### src/rtl/core/bpr_pkg.sv
`default_nettype none

package bpr_pkg;

  localparam int unsigned COORD_W = 16;
  localparam int unsigned EXT_W   = COORD_W - 1;
  localparam int unsigned WIDE_W  = COORD_W + 2;
  localparam int unsigned SPAN_W  = COORD_W + 1;
  localparam int unsigned SQ_W    = 2 * SPAN_W;
  localparam int unsigned VOL_W   = 64;
  localparam int unsigned DIST_W  = 48;
  localparam int unsigned DSUM_W  = ((SQ_W > DIST_W) ? SQ_W : DIST_W) + 1;
  localparam int unsigned PROD_W  = VOL_W + SPAN_W;

  localparam int unsigned A_START_LSB = 0;
  localparam int unsigned A_EXT_LSB   = A_START_LSB + COORD_W;
  localparam int unsigned B_START_LSB = A_EXT_LSB + EXT_W;
  localparam int unsigned B_EXT_LSB   = B_START_LSB + COORD_W;
  localparam int unsigned POINT_LSB   = B_EXT_LSB + EXT_W;
  localparam int unsigned IN_BITS     = POINT_LSB + COORD_W;
  localparam int unsigned IN_TDATA_W  = ((IN_BITS + 7) / 8) * 8;

  localparam int unsigned CONTAIN_BIT = 0;
  localparam int unsigned OVERLAP_BIT = 1;
  localparam int unsigned VOL_A_LSB   = 2;
  localparam int unsigned ENLARGE_LSB = VOL_A_LSB + VOL_W;
  localparam int unsigned DIST_LSB    = ENLARGE_LSB + VOL_W;
  localparam int unsigned SAT_BIT     = DIST_LSB + DIST_W;
  localparam int unsigned OUT_BITS    = SAT_BIT + 1;
  localparam int unsigned OUT_TDATA_W = ((OUT_BITS + 7) / 8) * 8;

  localparam int unsigned FIFO_DEPTH = 4;
  localparam int unsigned FIFO_PTR_W = $clog2(FIFO_DEPTH);
  localparam int unsigned FIFO_CNT_W = FIFO_PTR_W + 1;

  localparam logic [VOL_W-1:0]  VOL_MAX  = '1;
  localparam logic [DIST_W-1:0] DIST_MAX = '1;

  typedef struct packed {
    logic              contain_fail;
    logic              overlap_fail;
    logic [EXT_W-1:0]  ext_a;
    logic [SPAN_W-1:0] span;
    logic [SQ_W-1:0]   sq;
    logic              last;
  } dim_t;

  typedef struct packed {
    logic              contains;
    logic              overlap;
    logic [VOL_W-1:0]  vol_a;
    logic [VOL_W-1:0]  vol_m;
    logic [DIST_W-1:0] dist_sum;
    logic              sat;
  } res_t;

endpackage

`default_nettype wire

### src/rtl/core/bpr_fifo.sv
`default_nettype none

module bpr_fifo (
  input  wire logic          clk_i,
  input  wire logic          rst_ni,
  input  wire logic          push_valid_i,
  output logic               push_ready_o,
  input  wire bpr_pkg::dim_t push_data_i,
  output logic               pop_valid_o,
  input  wire logic          pop_ready_i,
  output bpr_pkg::dim_t      pop_data_o
);

  bpr_pkg::dim_t                   mem_q [bpr_pkg::FIFO_DEPTH];
  logic [bpr_pkg::FIFO_PTR_W-1:0]  wr_ptr_d, wr_ptr_q, rd_ptr_d, rd_ptr_q;
  logic [bpr_pkg::FIFO_CNT_W-1:0]  cnt_d, cnt_q;
  logic                            push, pop;

  assign push_ready_o = (cnt_q != bpr_pkg::FIFO_CNT_W'(bpr_pkg::FIFO_DEPTH));
  assign pop_valid_o  = (cnt_q != '0);
  assign push         = push_valid_i && push_ready_o;
  assign pop          = pop_valid_o && pop_ready_i;
  assign pop_data_o   = mem_q[rd_ptr_q];

  always_comb begin
    wr_ptr_d = push ? wr_ptr_q + 1'b1 : wr_ptr_q;
    rd_ptr_d = pop ? rd_ptr_q + 1'b1 : rd_ptr_q;
    unique case ({push, pop})
      2'b10:   cnt_d = cnt_q + 1'b1;
      2'b01:   cnt_d = cnt_q - 1'b1;
      default: cnt_d = cnt_q;
    endcase
  end

  always_ff @(posedge clk_i or negedge rst_ni) begin
    if (!rst_ni) begin
      wr_ptr_q <= '0;
      rd_ptr_q <= '0;
      cnt_q    <= '0;
    end else begin
      wr_ptr_q <= wr_ptr_d;
      rd_ptr_q <= rd_ptr_d;
      cnt_q    <= cnt_d;
    end
  end

  always_ff @(posedge clk_i) begin
    if (push) begin
      mem_q[wr_ptr_q] <= push_data_i;
    end
  end

endmodule

`default_nettype wire

### config.mk
export PLATFORM = sky130hd
export DESIGN_NAME = bpr_fifo
export DESIGN_NICKNAME = d
export VERILOG_FILES = /design/src/rtl/core/bpr_pkg.sv /design/src/rtl/core/bpr_fifo.sv
export SDC_FILE = /design/constraint.sdc
export NUM_CORES = 1
export LEC_CHECK = 0
export CORE_UTILIZATION = 35
export CTS_CLUSTER_DIAMETER = 100
export DETAILED_ROUTE_END_ITERATION = 6
export DONT_BUFFER_PORTS = 1
export PLACE_DENSITY = 0.51
export SYNTH_ARGS = -nofsm -noshare
export SYNTH_HDL_FRONTEND = slang
export SYNTH_SLANG_ARGS = --single-unit
### constraint.sdc
create_clock -name clk_i -period 3.4 [get_ports clk_i]
set_input_delay 0.34 -clock clk_i [delete_from_list [all_inputs] [get_ports clk_i]]
set_output_delay 0.34 -clock clk_i [all_outputs]
set_load 0.02 [all_outputs]
==> metrics.md <==
| Metric | Value |
|---|---|
| Status | complete, no violations |
| Crit path required time | 3060 ps |
| Hold WC Path Type | in -> reg |
| Post-synth cell types | 20 |
| Clock Power Share | 0.292 |
| Ports | 144 |
| Drt pass-1 iters | 4 |
| # clock sinks | 283 |
| Synth area leaders | edfxtp_1, mux4_2, dfrtp_1 |
| Finished Cell Area | approximately 0.013 mm² |
| Setup Fix Bufs, Post-CTS | 0 |
| Worst Slack Setup Final | just under 900 ps |
| Placed cell areas | roughly 0.011 mm² |
| Final setup vio count | 0 |
| Pre-CTS WS | 1110 ps |
| Max VDD drop | 0.537 mV |
| Die area | 0.0303 mm² |
| Share of layout cells above drive strength 1 | 0.257 |
| Max Cap Violations | 0 |
| Commonest non-fill, non-tap cell in the layout | edfxtp_1 |
| Slew headroom | 0.584 |
| Placed insts | just under 800 |
| CTS tree | done |
| Fin Clk Skew | around 12 ps |
| Fin crit share | 0.746 |
| Post-CTS Resized | 0 |
| IO Port Bufs | 0 |
| Die Height | 174 µm |
| LEAKAGE | ~4 nW |
| CP max-delay cell | mux4_2 |
| Sw Share | 0.311 |
| Routed vias | roughly 4,400 |
| Max FO, Critical Path | just over 70 |
| Final Max Slew Viols | 0 |
| RSZ-0062 raised after global routing | false |
| Root Driver | clkbuf_16 |
| Post-Route WL | approximately 19,000 µm |
| Initial DRC Count | 189 |
| Synth Register Bits | approximately 280 |
| Worst Setup Start Kind | flip-flop |
| # DRC | 0 |
| Synth Instances | just under 400 |
| Total gr overflow | 0 |
| Tightest Pin Transition | between 600 and 700 ps |
| Rows | 62 |
| CP peak stage delay | ~700 ps |
| Yosys warning count | 0 |
| Cell taking the most area after synthesis | edfxtp_1 |
| Worst skew pair latency | ~550 ps |
| Wirelength per Cell | 20.9 µm |
| Max clock buf depth | 3 |
| DP HPWL | 10,200 µm |
| Largest net degree at the start of global routing | about 70 |
| Psw | between 3 and 4 mW |
| Clock transition at the registers of the reported paths | around 60 ps |
| Final setup TNS | 0 ps |
| H-tree levels | 1 |
| First-pass GRT wire length | approximately 29,000 µm |
| Vias/cell | 4.88 |
| Most frequent cells in the layout | edfxtp_1, dlygate4sd3_1, mux4_2 |
| Reg power frac | 0.431 |
| Area Growth Syn to Fin | 21.8% |
| Placer Congestion | between 0.6 and 0.7 |
| Num CTS Buffers | 30 |
| Synthesized cell area | around 0.010 mm² |
| Finished Layout Cells | approximately 900 |
| Worst Path Arrival | 2200 ps |
| Core Area | a little under 0.03 mm² |
| Final hold vios | 0 |
| Int Pwr | ~7.8 mW |
| Post-Syn Area per Cell | 26.0 µm² |
| Vias in the first global route | between 4,000 and 5,000 |
| Power share of the combinational group | 0.277 |
| Fin nets | between 500 and 600 |
| Initial antenna violation count | 2 |
| Share of the synthesized area in the top cell type | 0.800 |
| Gr usage total | 0.127 |
| Crit-path cells | buf_12 > mux4_2 |
| CP Class | reg -> out |
| CP Capture Type | output pin |
| Starting density of the core | 0.358 |
| Chip width | approximately 170 µm |
| Power density cells | 895 mW/mm² |
| Syn_nets | between 400 and 500 |
| Post-DRT Antenna Nets | 0 |
| F_max | 394 MHz |
| Register area share after synthesis | 0.817 |
| Post-route minimum period | between 2000 and 3000 ps |
==> Yosys cell counts, drive strengths merged <==
cell	count
edfxtp	276
mux4	69
buf	10
dfrtp	7
clkbuf	6
inv	6
ha	5
and3	4
xnor2	3
xor2	3
and2	1
fa	1
mux2	1
mux2i	1
nand2	1
nor2	1
o31a	1
or3	1
or3b	1
==> path summary, 6_finish.rpt <==
| kind | slack [ps] | to | cells past startpoint | start |
|---|---|---|---|---|
| max | 860 | pop_data_o[39] | 2 | rd_ptr_q[0] |
| min | 30 | wr_ptr_q[0] | 2 | push_valid_i |
| max reg2reg | 1120 | cnt_q[2] | 9 | cnt_q[0] |
| min reg2reg | 530 | cnt_q[2] | 1 | cnt_q[2] |
| max in group asynchronous | 3010 | rd_ptr_q[0] | 1 | rst_ni |
| min in group asynchronous | 120 | rd_ptr_q[1] | 1 | rst_ni |
==> metal layers <==
| layer | up-vias | share of wire | global-route usage |
|---|---|---|---|
| met5 | - | 0.00058 | 0 |
| met4 | 2 | 0.032 | 0.0428 |
| met3 | 42 | 0.062 | 0.0363 |
| met2 | 130 | 0.52 | 0.224 |
| met1 | 2319 | 0.39 | 0.147 |
| li1 | 1897 | - | - |
==> sequential cells by signal (all words and copies together) (netlist names) <==
| name | flops |
|---|---|
| mem_q | 276 |
| wr_ptr_q | 2 |
| cnt_q | 3 |
| rd_ptr_q | 2 |
==> through the flow <==
| stage | utilization | total power [mW] | hold slack (ps) |
|---|---|---|---|
| final | 0.436 | 11.3 | 32.4 |
| after global routing | 0.436 | 11.8 | 34.3 |
| after CTS | 0.436 | 11.5 | 0.365 |
| after detailed placement | 0.377 | 8.10 | 44.7 |
| after global placement | 0.377 | 8.04 | 44.7 |
| after floorplan | - | 7.34 | 44.4 |
==> power groups by stage <==
| stage | Sequential, mW | Clock (mW) | Combinational [mW] |
|---|---|---|---|
| 5_1_grt | 4.94 | 3.52 | 3.35 |
| 3_5_place_dp | 4.96 | 0 | 3.14 |
| 3_3_place_gp | 4.92 | 0 | 3.12 |
| 4_1_cts | 4.89 | 3.40 | 3.24 |
| 2_1_floorplan | 4.80 | 0 | 2.55 |
| 6_report | 4.87 | 3.30 | 3.13 |
==> final cells by class <==
class	instances	area, µm²
fillers	2488	16300
flip-flops and latches	283	8470
multi-input cells	93	1800
repair buffers	76	821
clock buffers	35	769
well taps	384	480
clock inverters	21	251
inverters	6	22.5
diodes	1	2.50
==> logic make-up (layout without fill, tap and decap cells) <==
group                      after synthesis  after routing  synth area share
AOI/OAI and AO/OA                        1              1          0.000966
xor gates and xnor gates                 6              6           0.00507
adders and majority gates                6              6           0.00797
buffers and inverters                   22            138            0.0106
DFF                                    283            283             0.817
muxes                                   71             71             0.152
other                                    0              1                 0
and+or+nand+nor                          9              9           0.00628
==> worst max-delay path: cells and delay by family (launching register included) <==
family / cells / cell delay (ps)
DFF: 1 / 410
buffers and inverters: 1 / 480
muxes: 1 / 690
==> timing repair <==
action,in CTS,in global routing
hold buffers,70,0
endpoints found under the hold margin,283,0
setup endpoints to repair,0,0
(Power assumes the default switching activity.)
