**config.mk**
```make
export PLATFORM = sky130hd
export DESIGN_NAME = bpr_front
export DESIGN_NICKNAME = d
export VERILOG_FILES = /design/src/rtl/core/bpr_pkg.sv /design/src/rtl/core/bpr_front.sv
export SDC_FILE = /design/constraint.sdc
export NUM_CORES = 1
export LEC_CHECK = 0
export BUFFER_PORTS_ARGS = -buffer_cell sky130_fd_sc_hd__buf_4
export CAP_MARGIN = 20
export CELL_PAD_IN_SITES_DETAIL_PLACEMENT = 1
export CELL_PAD_IN_SITES_GLOBAL_PLACEMENT = 1
export CORE_MARGIN = 1.5
export CORE_UTILIZATION = 24
export DETAILED_ROUTE_END_ITERATION = 16
export GPL_ROUTABILITY_DRIVEN = 1
export PLACE_DENSITY = 0.49
export SYNTH_ARGS = -nofsm -noshare
export SYNTH_HDL_FRONTEND = slang
export SYNTH_SLANG_ARGS = --single-unit
```
**constraint.sdc**
```tcl
create_clock -name clk_i -period 2.3 [get_ports clk_i]
set_input_delay 0.23 -clock clk_i [delete_from_list [all_inputs] [get_ports clk_i]]
set_output_delay 0.23 -clock clk_i [all_outputs]
set_load 0.02 [all_outputs]
```
**src/rtl/core/bpr_pkg.sv**
```systemverilog
`default_nettype none

package bpr_pkg;

  localparam int unsigned COORD_W = 16;
  localparam int unsigned EXT_W   = COORD_W - 1;
  localparam int unsigned WIDE_W  = COORD_W + 2;
  localparam int unsigned SPAN_W  = COORD_W + 1;
  localparam int unsigned SQ_W    = 2 * SPAN_W;
  localparam int unsigned VOL_W   = 64;
  localparam int unsigned DIST_W  = 48;
  localparam int unsigned DSUM_W  = ((SQ_W > DIST_W) ? SQ_W : DIST_W) + 1;
  localparam int unsigned PROD_W  = VOL_W + SPAN_W;

  localparam int unsigned A_START_LSB = 0;
  localparam int unsigned A_EXT_LSB   = A_START_LSB + COORD_W;
  localparam int unsigned B_START_LSB = A_EXT_LSB + EXT_W;
  localparam int unsigned B_EXT_LSB   = B_START_LSB + COORD_W;
  localparam int unsigned POINT_LSB   = B_EXT_LSB + EXT_W;
  localparam int unsigned IN_BITS     = POINT_LSB + COORD_W;
  localparam int unsigned IN_TDATA_W  = ((IN_BITS + 7) / 8) * 8;

  localparam int unsigned CONTAIN_BIT = 0;
  localparam int unsigned OVERLAP_BIT = 1;
  localparam int unsigned VOL_A_LSB   = 2;
  localparam int unsigned ENLARGE_LSB = VOL_A_LSB + VOL_W;
  localparam int unsigned DIST_LSB    = ENLARGE_LSB + VOL_W;
  localparam int unsigned SAT_BIT     = DIST_LSB + DIST_W;
  localparam int unsigned OUT_BITS    = SAT_BIT + 1;
  localparam int unsigned OUT_TDATA_W = ((OUT_BITS + 7) / 8) * 8;

  localparam int unsigned FIFO_DEPTH = 4;
  localparam int unsigned FIFO_PTR_W = $clog2(FIFO_DEPTH);
  localparam int unsigned FIFO_CNT_W = FIFO_PTR_W + 1;

  localparam logic [VOL_W-1:0]  VOL_MAX  = '1;
  localparam logic [DIST_W-1:0] DIST_MAX = '1;

  typedef struct packed {
    logic              contain_fail;
    logic              overlap_fail;
    logic [EXT_W-1:0]  ext_a;
    logic [SPAN_W-1:0] span;
    logic [SQ_W-1:0]   sq;
    logic              last;
  } dim_t;

  typedef struct packed {
    logic              contains;
    logic              overlap;
    logic [VOL_W-1:0]  vol_a;
    logic [VOL_W-1:0]  vol_m;
    logic [DIST_W-1:0] dist_sum;
    logic              sat;
  } res_t;

endpackage

`default_nettype wire

```
**src/rtl/core/bpr_front.sv**
```systemverilog
`default_nettype none

module bpr_front (
  input  wire logic                            clk_i,
  input  wire logic                            rst_ni,
  input  wire logic                            s_axis_tvalid,
  output logic                                 s_axis_tready,
  input  wire logic [bpr_pkg::IN_TDATA_W-1:0]  s_axis_tdata,
  input  wire logic                            s_axis_tlast,
  output logic                                 dim_valid_o,
  input  wire logic                            dim_ready_i,
  output bpr_pkg::dim_t                        dim_o
);

  logic signed [bpr_pkg::COORD_W-1:0] a_start, b_start, point;
  logic [bpr_pkg::EXT_W-1:0]          a_ext, b_ext;
  logic signed [bpr_pkg::WIDE_W-1:0]  as_w, ae_w, bs_w, be_w, p_w;
  logic signed [bpr_pkg::WIDE_W-1:0]  lo_w, hi_w, span_w, d_w;
  logic [bpr_pkg::SPAN_W-1:0]         d;
  bpr_pkg::dim_t                      dim_d, dim_q;
  logic                               valid_d, valid_q;

  assign a_start = s_axis_tdata[bpr_pkg::A_START_LSB +: bpr_pkg::COORD_W];
  assign a_ext   = s_axis_tdata[bpr_pkg::A_EXT_LSB +: bpr_pkg::EXT_W];
  assign b_start = s_axis_tdata[bpr_pkg::B_START_LSB +: bpr_pkg::COORD_W];
  assign b_ext   = s_axis_tdata[bpr_pkg::B_EXT_LSB +: bpr_pkg::EXT_W];
  assign point   = s_axis_tdata[bpr_pkg::POINT_LSB +: bpr_pkg::COORD_W];

  always_comb begin
    as_w = bpr_pkg::WIDE_W'(a_start);
    bs_w = bpr_pkg::WIDE_W'(b_start);
    p_w  = bpr_pkg::WIDE_W'(point);
    ae_w = as_w + bpr_pkg::WIDE_W'(a_ext);
    be_w = bs_w + bpr_pkg::WIDE_W'(b_ext);
    lo_w = (as_w < bs_w) ? as_w : bs_w;
    hi_w = (ae_w > be_w) ? ae_w : be_w;
    span_w = hi_w - lo_w;
    if (p_w < as_w) begin
      d_w = as_w - p_w;
    end else if (p_w > ae_w) begin
      d_w = p_w - ae_w;
    end else begin
      d_w = '0;
    end
    d = d_w[bpr_pkg::SPAN_W-1:0];
    dim_d.contain_fail = (as_w > bs_w) || (ae_w < be_w);
    dim_d.overlap_fail = (ae_w < bs_w) || (be_w < as_w);
    dim_d.ext_a        = a_ext;
    dim_d.span         = span_w[bpr_pkg::SPAN_W-1:0];
    dim_d.sq           = {{bpr_pkg::SPAN_W{1'b0}}, d} * {{bpr_pkg::SPAN_W{1'b0}}, d};
    dim_d.last         = s_axis_tlast;
  end

  assign s_axis_tready = !valid_q || dim_ready_i;
  assign valid_d       = s_axis_tready ? s_axis_tvalid : valid_q;

  always_ff @(posedge clk_i or negedge rst_ni) begin
    if (!rst_ni) begin
      valid_q <= 1'b0;
    end else begin
      valid_q <= valid_d;
    end
  end

  always_ff @(posedge clk_i) begin
    if (s_axis_tvalid && s_axis_tready) begin
      dim_q <= dim_d;
    end
  end

  assign dim_valid_o = valid_q;
  assign dim_o       = dim_q;

endmodule

`default_nettype wire

```
==> out/results.ini <==
[outcome]
status = finished with violations
failing_checks = setup timing

[timing]
finalSetupTns_ns = -248.44
final_max_slew_viol_count = 0
timing.final.ws_setup_ns = -7.43
max_freq_ghz = 0.103
clock_skew_ns = 0.0134
holdWs_ns = 0.0182
final.period_utilization_pct = 423
timing.final.crit_period_ns = 9.73
worst_slew_margin_rel_pct = 66.0
rsz0062_at_grt = true
final-hold-violation-count = 0
setup_violators_final = 52
timing_worst_slew_pin_value_ns = 0.507

[finish]
mostFrequentLayoutCell = buf_4
drive_gt1_share_pct = 42.2
layout_common_cells = buf_4, inv_1, ha_1
number_of_nets_in_the_layout = 3109
syn_to_final_growth_pct = 55.7
postLayoutCoreUtil_pct = 37.9

[cts]
worst_setup_hold_path_clk_slew_ns = 0.09
cts-buffers-inserted = 9
clock_tree_from_tritoncts = done
clock_insertion_delay_worst_skew_ns = 0.41
numClockSinks = 69
cts_htree_levels = 3
cts_buffer_depth = 2
clock_root_buffer = clkbuf_16

[worst_setup_path]
endpoint_kind = flip-flop
critical_path.max_stage_delay_ns = 0.55
critical_path.startpoint_type = primary input
path_common_cell = buf_4
critPathMaxFanout = 12
worstSetupEndpoint = dim_o[31]
rrSetupSlack_ns = 0.85
worst_r2r_endpoint = dim_o[33]
worstPathArrival_ns = 9.87
worst-endpoint-required_ns = 2.45
crit_type = in -> reg
reg2regPathDepth = 3
worst_r2r_startpoint = dim_valid_o
timing.critical_path.from = s_axis_tdata[0]
critical-path-slowest-cell = fa_1

[global_routing]
grt_pass1_wl_um = 91600
grt_overflow_total = 0
vias_in_the_first_global_route = 17600
grt_max_degree = 69
grtUsageTotal_pct = 17.3
initial_antenna_violation_count = 2

[drt]
drt-pass1-iter-count = 6
avgRoutedWirePerCell_um = 16.4
drc = 0
ant_nets = 0
drt_first_iter_violations = 354
wirelength_um = 56600
route.vias.total = 15100
routed_via_density = 4.37

[logic_synthesis]
edff_count_synth = 68
avgSynthCellArea_um2 = 8.90
synth_top_family_by_area = adder cells
synth.distinct_cells = 89
yosys.area.top_type_share_pct = 24.3
seq_area_frac_synth_pct = 12.9
ys_seq_elements = 69
synthAdderAreaFrac_pct = 43.8
postSynthCellCount = 1804
asyncSetResetFlopFracSynth_pct = 1.45
synth.largest_area_cell = fa_1
syn_nets = 2331
synth.top_cells.by_area = fa_1, ha_1, edfxtp_1, inv_1, xnor2_1
syn-cell-area_um2 = 16000
yosysWarnings = 0
synth_mux_area_share_pct = 1.33
post_synthesis_share_of_cell_area_spent_on_and_or_nand_and_nor_gates_pct = 11.3
most_instantiated_flip_flop_cell_in_the_synthesis_netlist = edfxtp_1
synth_compound_area_share_pct = 14.3
post_synth_xor_area_fraction_pct = 5.73

[die]
initial_core_util_pct = 24.3
die_area_um2 = 68400
placement_rows = 94
coreArea_um2 = 66000
io_pins = 156
chipHeight_um = 262
die_width_um = 262

[worst_hold_path]
hp-class = in -> reg

[place]
dp_worst_setup_slack_ns = -8.20
detailedPlacementHpwl_um = 49200
port-buffer-count = 152
place_congestion = 0.858

[job]
max-cap-violations = 0

[logic make-up (layout without fill, tap and decap cells)]
logic type,after synthesis,after routing
flip-flops,69,69
buffers and inverters,446,1229
AND/OR/NAND/NOR,392,392
other,1,2
multiplexers,21,21
adder cells (fa/ha/maj),445,445
XOR/XNOR,102,102
AO/OA/AOI/OAI,328,328
[through the flow]
step | instance area, µm² | instances
2_1_floorplan | 16700 | 1804
3_3_place_gp | 23000 | 3358
3_5_place_dp | 23000 | 3358
4_1_cts | 24700 | 3446
5_1_grt | 25000 | 3451
6_report | 25000 | 3452
[sequential cells by signal (all words and copies together), names as in the netlist]
| name | cells |
|---|---|
| dim_o | 68 |
| dim_valid_o | 1 |
[worst min path at each step]
stage          cells after the start              from  slack (ns)          end
2_1_floorplan                      0            rst_ni       -0.07  dim_valid_o
3_3_place_gp                       1            rst_ni       0.005  dim_valid_o
3_5_place_dp                       1            rst_ni       0.006  dim_valid_o
4_1_cts                            1  s_axis_tdata[18]       0.002    dim_o[54]
5_1_grt                            1  s_axis_tdata[18]       0.007    dim_o[54]
6_report                           1  s_axis_tdata[18]        0.02    dim_o[54]
[cells in the mapped netlist, drive strengths merged, types with 5 or more instances]
cell type / n
o21bai: 11
a21oi: 82
nor3: 23
nand4: 10
nand2: 116
buf: 20
xor2: 30
ha: 247
o211ai: 11
or2: 9
a221oi: 5
and3: 8
nand2b: 25
nand3: 24
a31oi: 9
mux2i: 19
nor2b: 24
fa: 195
clkbuf: 9
a22o: 9
inv: 414
a211oi: 13
nor2: 135
o21a: 13
edfxtp: 68
o21ai: 63
a2111oi: 5
a21boi: 8
xnor2: 72
a21o: 55
[metal layers]
layer  track usage, %  vias to the layer above  routed length [µm]
met3             1.71                       50                1160
met2             32.7                      149               29700
li1                 -                     7450                   -
met1             20.5                     7449               24500
met4             5.08                        2                1220
met5                0                        -                  13
[cell type report]
| type | count | area (µm²) |
|---|---|---|
| clock inverter | 7 | 72.6 |
| sequential | 69 | 2070 |
| antenna | 1 | 2.50 |
| clock buffer | 9 | 225 |
| timing repair buffer | 796 | 6190 |
| inverter | 417 | 1600 |
| tap | 864 | 1080 |
| fill | 7604 | 41000 |
| multi-input combinational | 1289 | 13700 |
[timing repair]
action / CTS / global route
endpoints found under the hold margin: 7 / 0
buffers inserted: 75 / 21
hold buffers: 7 / 0
pin swaps: 140 / 64
resized for setup: 188 / 75
endpoints found under the setup margin: 52 / 52
[critical path, delay by kind of cell]
kind / cells / cell delay (ns)
XOR/XNOR: 2 / 0.26
adder cells (fa/ha/maj): 10 / 4.12
AND/OR/NAND/NOR: 7 / 1.07
AO/OA/AOI/OAI: 16 / 2.41
buffers and inverters: 15 / 1.76
Power is not shown: default switching activity piles up to over one toggle a cycle in this logic, so the estimate is an artifact.
